### config.mk
export PLATFORM = sky130hd
export DESIGN_NAME = rau_front
export DESIGN_NICKNAME = d
export VERILOG_FILES = /design/src/design/rational_arith_unit_macros.svh /design/src/design/rau_pkg.sv /design/src/design/rau_front.sv
export SDC_FILE = /design/constraint.sdc
export NUM_CORES = 1
export LEC_CHECK = 0
export ABC_AREA = 1
export ABC_CLOCK_PERIOD_IN_PS = 21700
export BUFFER_PORTS_ARGS = -buffer_cell sky130_fd_sc_hd__buf_4
export CORE_UTILIZATION = 55
export CTS_CLUSTER_DIAMETER = 80
export DETAILED_ROUTE_END_ITERATION = 8
export PLACE_DENSITY = 0.89
export SLEW_MARGIN = 20
export SYNTH_ARGS = -nofsm -noshare
export SYNTH_HDL_FRONTEND = slang
export SYNTH_SLANG_ARGS = --single-unit
### constraint.sdc
create_clock -name clk -period 21.7 [get_ports clk]
set_input_delay 6.51 -clock clk [delete_from_list [all_inputs] [get_ports clk]]
set_output_delay 6.51 -clock clk [all_outputs]
set_load 0.05 [all_outputs]
### src/design/rational_arith_unit_macros.svh
// Assertion macros for the rational arithmetic unit.
// Depends on nothing; included by the top level.
`ifndef RATIONAL_ARITH_UNIT_MACROS_SVH
`define RATIONAL_ARITH_UNIT_MACROS_SVH
`ifndef SYNTH
`define RAU_ASSERT_IMP(label, clk, rstn, ante, cons) \
  label: assert property (@(posedge clk) disable iff (!rstn) (ante) |-> (cons)) \
    else $error("assertion failed");
`define RAU_ASSERT_NXT(label, clk, rstn, ante, cons) \
  label: assert property (@(posedge clk) disable iff (!rstn) (ante) |=> (cons)) \
    else $error("assertion failed");
`else
`define RAU_ASSERT_IMP(label, clk, rstn, ante, cons)
`define RAU_ASSERT_NXT(label, clk, rstn, ante, cons)
`endif
`endif

### src/design/rau_pkg.sv
// Package for the rational arithmetic unit: payload structs, opcodes, codes.
// Depends on nothing.
`default_nettype none
package rau_pkg;
  localparam int WIDTH = 32;
  localparam int PW = 2 * WIDTH;

  typedef enum logic [2:0] {
    OP_NORM = 3'd0, OP_ADD = 3'd1, OP_SUB = 3'd2, OP_MUL = 3'd3,
    OP_DIV = 3'd4, OP_ABS = 3'd5, OP_CMP = 3'd6, OP_MIX = 3'd7
  } op_t;

  localparam logic [1:0] ST_OK = 2'd0;
  localparam logic [1:0] ST_DZ = 2'd1;
  localparam logic [1:0] ST_OVF = 2'd2;
  localparam logic [1:0] ORD_EQ = 2'd0;
  localparam logic [1:0] ORD_LT = 2'd1;
  localparam logic [1:0] ORD_GT = 2'd2;

  typedef struct packed {
    logic [2:0] opcode;
    logic signed [31:0] first_num;
    logic signed [31:0] first_den;
    logic signed [31:0] second_num;
    logic signed [31:0] second_den;
  } in_item_t;

  typedef struct packed {
    logic signed [31:0] result_num;
    logic [30:0] result_den;
    logic signed [31:0] integer_part;
    logic [1:0] order;
    logic [1:0] status;
  } out_item_t;

  // classified job passed from front to back
  typedef struct packed {
    op_t op;
    logic dz;
    logic neg;
    logic [WIDTH-1:0] ma;
    logic [WIDTH-1:0] mb;
    logic [WIDTH-1:0] mc;
    logic [WIDTH-1:0] md;
    logic sa;
    logic sb;
    logic sc;
    logic sd;
  } job_t;
endpackage
`default_nettype wire

### src/design/rau_front.sv
// Front end: accepts transactions, takes magnitudes and signs, flags zero
// denominators. Depends on rau_pkg.
`default_nettype none
module rau_front (
  input  wire logic          clk,
  input  wire logic          rst_n,
  input  wire logic          in_valid,
  output logic               in_ready,
  input  rau_pkg::in_item_t  in_data,
  output logic               job_valid,
  input  wire logic          job_ready,
  output rau_pkg::job_t      job
);
  import rau_pkg::*;

  // two-entry job queue
  job_t q_r [2];
  logic [1:0] cnt_r, cnt_nxt;
  logic wp_r, rp_r;
  job_t cj;
  logic [WIDTH-1:0] a, b, c, d;
  logic bin, push, pop;

  assign a = in_data.first_num[WIDTH-1:0];
  assign b = in_data.first_den[WIDTH-1:0];
  assign c = in_data.second_num[WIDTH-1:0];
  assign d = in_data.second_den[WIDTH-1:0];

  // classify
  always_comb begin
    cj.op = op_t'(in_data.opcode);
    bin = (cj.op == OP_ADD) || (cj.op == OP_SUB) || (cj.op == OP_MUL) || (cj.op == OP_DIV);
    cj.sa = a[WIDTH-1];
    cj.sb = b[WIDTH-1];
    cj.sc = c[WIDTH-1];
    cj.sd = d[WIDTH-1];
    cj.ma = cj.sa ? -a : a;
    cj.mb = cj.sb ? -b : b;
    cj.mc = cj.sc ? -c : c;
    cj.md = cj.sd ? -d : d;
    cj.dz = (b == '0) || ((bin || cj.op == OP_CMP) && d == '0) ||
            (cj.op == OP_DIV && c == '0);
    cj.neg = 1'b0;
  end

  assign in_ready = (cnt_r != 2'd2);
  assign push = in_valid && in_ready;
  assign pop = job_valid && job_ready;
  assign job_valid = (cnt_r != 2'd0);
  assign job = q_r[rp_r];

  always_comb begin
    cnt_nxt = cnt_r;
    if (push && !pop) cnt_nxt = cnt_r + 2'd1;
    else if (pop && !push) cnt_nxt = cnt_r - 2'd1;
  end

  always_ff @(posedge clk) begin
    if (push) q_r[wp_r] <= cj;
    if (!rst_n) begin
      cnt_r <= '0;
      wp_r <= 1'b0;
      rp_r <= 1'b0;
    end else begin
      cnt_r <= cnt_nxt;
      if (push) wp_r <= ~wp_r;
      if (pop) rp_r <= ~rp_r;
    end
  end
endmodule
`default_nettype wire

Yosys cells after proc, flatten, opt, wreduce, memory -nomap -nowiden. Memory sizes are Yosys's and may differ from the RTL's. A register that Yosys moved wholly into a read port is not among the register bits. Cells that the tools add are included.

Add/sub/neg operators: 6. Equal/unequal tests: 6. Muxes and demuxes: 10. Bitwise logic cells: 2. Reductions and logical operators: 19.

Operator list (count): 32-bit two-way mux (4); 32-bit negation (4); 32-bit logical NOT (3); 3-bit by 2-bit == test with 1-bit output (second input constant) (2); 3-bit == test (second input constant) (2); 1-bit logical AND (6); 1-bit logical OR (6); 1-bit two-way mux (4); 2-bit two-way mux (2); 2-bit nonzero test (2); 3-bit by 1-bit == test with 1-bit output (second input constant) (1); 2-bit by 1-bit adder with 2-bit output (second input constant) (1); 1-bit logical NOT (2); 2-bit inequality test (second input constant) (1); 1-bit inverter (2); 2-bit by 1-bit subtractor with 2-bit output (second input constant) (1).

Register bits after elaboration: 4. RAM bits: 272. Input port bits: 135. Output and inout bits: 139. Memories kept: 1.

Memory list: q_r (words 2, bits a word 136, rd ports 1, clocked after Yosys merged registers in 1, write ports 1, RTL line rau_front.sv:17) `job_t q_r [2];`.

Depth between registers and ports, before layout.
Depth after elaboration: 8. Mapped depth: 10. Mapped depth without buffers: 10.

Worst setup path after synthesis. OpenSTA, ideal clock, no wires.

Path type: input port to flip-flop. From: input port in_valid. To: memory q_r[1][0] (netlist name) (enable). Setup time: 635 ps. Data arrival time: 12292 ps. Required time: 21065 ps. Setup slack: 8773 ps. Stages: 2. Buffers on the path: 0. Path through: nand2_1 > nor2_1.

Longest elaborated chain between the ends: 3.

Ends and longest elaborated chain: start, declared (RTL line rau_front.sv:7) `input wire logic in_valid,`; 1-bit logical AND (RTL line rau_front.sv:47) `assign push = in_valid && in_ready;`; 1-bit two-way mux (RTL line rau_front.sv:59) `if (push) q_r[wp_r] <= cj;`; 1-bit two-way mux (implied by the code) (RTL line rau_front.sv:59); end, declared (RTL line rau_front.sv:17).

No other way between the ends.

==> impl_metrics.py <==
metrics = {
    "status": {
        "status": "complete, no violations",
    },
    "pwr": {
        "power.total_mw": 1.90,
        "leakagePower_nw": 7.16,
        "ir_drop_uv": 80.5,
        "power_density_nw_per_um2": 109,
    },
    "critical_path": {
        "cp_max_fo": 72,
        "cp-start-kind": "flop",
        "worstPathArrival_ps": 3060,
        "worstPathRequired_ps": 15190,
        "setup.worst_path.class": "flop to output pin",
        "end_kind": "output pin",
        "regToRegStartpoint": "cnt_r[0]",
    },
    "place": {
        "port_buffers": 272,
        "gp_congestion": 0.920,
        "post_dp_cell_area_um2": 16500,
        "post-dp-hpwl_um": 25200,
    },
    "hold_path": {
        "min_from": "rp_r",
        "hp-class": "flop to flop",
    },
    "routing": {
        "detail_route.iter0.violations": 817,
        "postRouteAntennaNets": 0,
        "routedWlPerCell_um": 17.9,
        "viasPerCell": 5.42,
        "first_pass_iters": 6,
        "vias": 10600,
        "wl_um": 34900,
        "drc_errors": 0,
    },
    "clock_tree": {
        "clk_latency_ps": 540,
        "htree_num_levels": 1,
        "cts_setup_buffers": 0,
        "ctsResizeCount": 0,
        "cts_buffers": 28,
        "cts_hold_buf": 0,
        "cts_tree": "yes",
        "path_clk_slew_ps": 60,
        "ctsRootBufferMaster": "clkbuf_16",
        "clk_path_buf_depth": 3,
        "cts_num_sinks": 277,
    },
    "sta": {
        "rsz0062_at_grt": "no",
        "final-hold-violation-count": 0,
        "finalCritPeriodShare_pct": 44.1,
        "skew_ps": 9.69,
        "tightest_slew_ps": 1010,
        "fmax_mhz": 105,
        "period_needed_ps": 9570,
        "hold_ws_ps": 462,
        "slew_headroom_pct": 33.0,
        "tns_ps": 0,
        "setup_viol": 0,
        "slew_violations": 0,
    },
    "final_layout": {
        "drive_above_1_share_pct": 32.5,
        "layout_common_cells": "294 x nand2_1, 277 x buf_4, 272 x edfxtp_1",
        "final_core_util_pct": 69.1,
        "area_growth_pct": 23.2,
        "final_area_um2": 17500,
        "fin_nets": 1739,
        "final_common_cell": "nand2_1",
        "antenna_cells": 0,
    },
    "logic_synthesis": {
        "ys_ff_latch": 277,
        "async_reset_ff_share_pct": 0,
        "syn_area_um2": 14200,
        "syn-mean-instance-area_um2": 10.7,
        "yosysUniqueCellTypes": 39,
        "synth_edf_count": 272,
        "synth_ff_type": "edfxtp_1",
        "syn-num-nets": 1462,
        "ys_seq_area_share_pct": 58.4,
        "synth_warnings": 0,
        "netlist_instances": 1322,
    },
    "floorplanning": {
        "rows": 58,
        "dieWidth_um": 162,
        "die-area_um2": 26400,
        "fp.dieH_um": 162,
        "core_um2": 25300,
        "start_util_pct": 56.1,
        "boundaryPins": 274,
    },
    "grt": {
        "grt_pass1_wl_um": 53300,
        "grt-busiest-layer": "met2",
        "use_met2_pct": 45.3,
        "grt_max_degree": 73,
        "antenna_found_initial": 0,
        "use_met3_pct": 3.79,
        "grt-ovfl-total": 0,
        "grt_pass1_vias": 10400,
        "grtUsageMet1_pct": 32.8,
        "grtUsageTotal_pct": 26.1,
    },
    "flow_run": {
        "cap_violations": 0,
    },
}
-- worst max-delay path: stages (launching register included) --
cell and delay [ps]:
dfxtp_4 980, buf_4 830, mux2_2 430, buf_4 190
-- kinds of logic (layout without fill, tap and decap cells) --
kind of cell	after synthesis	count (layout)	share of synthesized area, %
compound gates	36	36	1.34
xor+xnor	69	69	4.27
fa+ha+maj	5	5	0.442
buf+inv	162	461	4.81
flops	277	277	58.4
mux	136	136	10.8
other cells	1	1	0.0265
simple gates	636	636	19.9
-- final cells by class --
cell class,instances,area (um2)
Fill cell,1800,7790
Clock inverter,18,224
Multi-Input combinational cell,883,5230
Tap cell,330,413
Inverter,132,495
Clock buffer,34,744
Sequential cell,277,8270
Timing Repair Buffer,277,2080
-- cells in the mapped netlist (all sizes together) (5+ instances only) --
| cell | number | area share, % |
|---|---|---|
| a21oi | 5 | 0.18 |
| buf | 29 | 1.3 |
| dfxtp | 5 | 0.71 |
| edfxtp | 272 | 58 |
| ha | 5 | 0.44 |
| inv | 131 | 3.5 |
| mux2 | 136 | 11 |
| nand2 | 321 | 9.0 |
| nand3 | 110 | 4.0 |
| nand3b | 6 | 0.32 |
| nand4 | 22 | 0.97 |
| nor2 | 158 | 4.8 |
| nor3 | 13 | 0.49 |
| o21ai | 28 | 1.0 |
| xnor2 | 20 | 1.2 |
| xor2 | 49 | 3.0 |
-- per-stage QoR --
| step | std cells | worst slack (ps) |
|---|---|---|
| floorplan | 1322 | 8770 |
| global placement | 1899 | 12420 |
| detailed placement | 1899 | 12260 |
| CTS | 1951 | 12110 |
| global route | 1951 | 11980 |
| finish | 1951 | 12130 |
-- per-layer routing --
layer | vias up | routed length [um]
li1 | 5053 | -
met1 | 4949 | 13800
met2 | 491 | 17300
met3 | 88 | 2590
met4 | 0 | 1260
met5 | - | 0
-- power breakdown --
group | total (mW) | switching (mW) | internal (mW)
combinational | 0.665 | 0.452 | 0.213
sequential | 0.727 | 0.0382 | 0.689
clock | 0.503 | 0.199 | 0.304
total | 1.90 | 0.690 | 1.21
-- sequential cells by signal (all words and copies together) (netlist names), named ones only --
name	count
q_r	272
wp_r	1
rp_r	1
cnt_r	2
-- path summary, 6_finish.rpt --
path / end / cells past startpoint / slack [ps]
min: flop / 2 / 460
max: job[38] / 3 / 12130
max reg2reg: q_r[0][34] / 6 / 18450
min reg2reg: flop / 2 / 460
(Power assumes the default switching activity.)
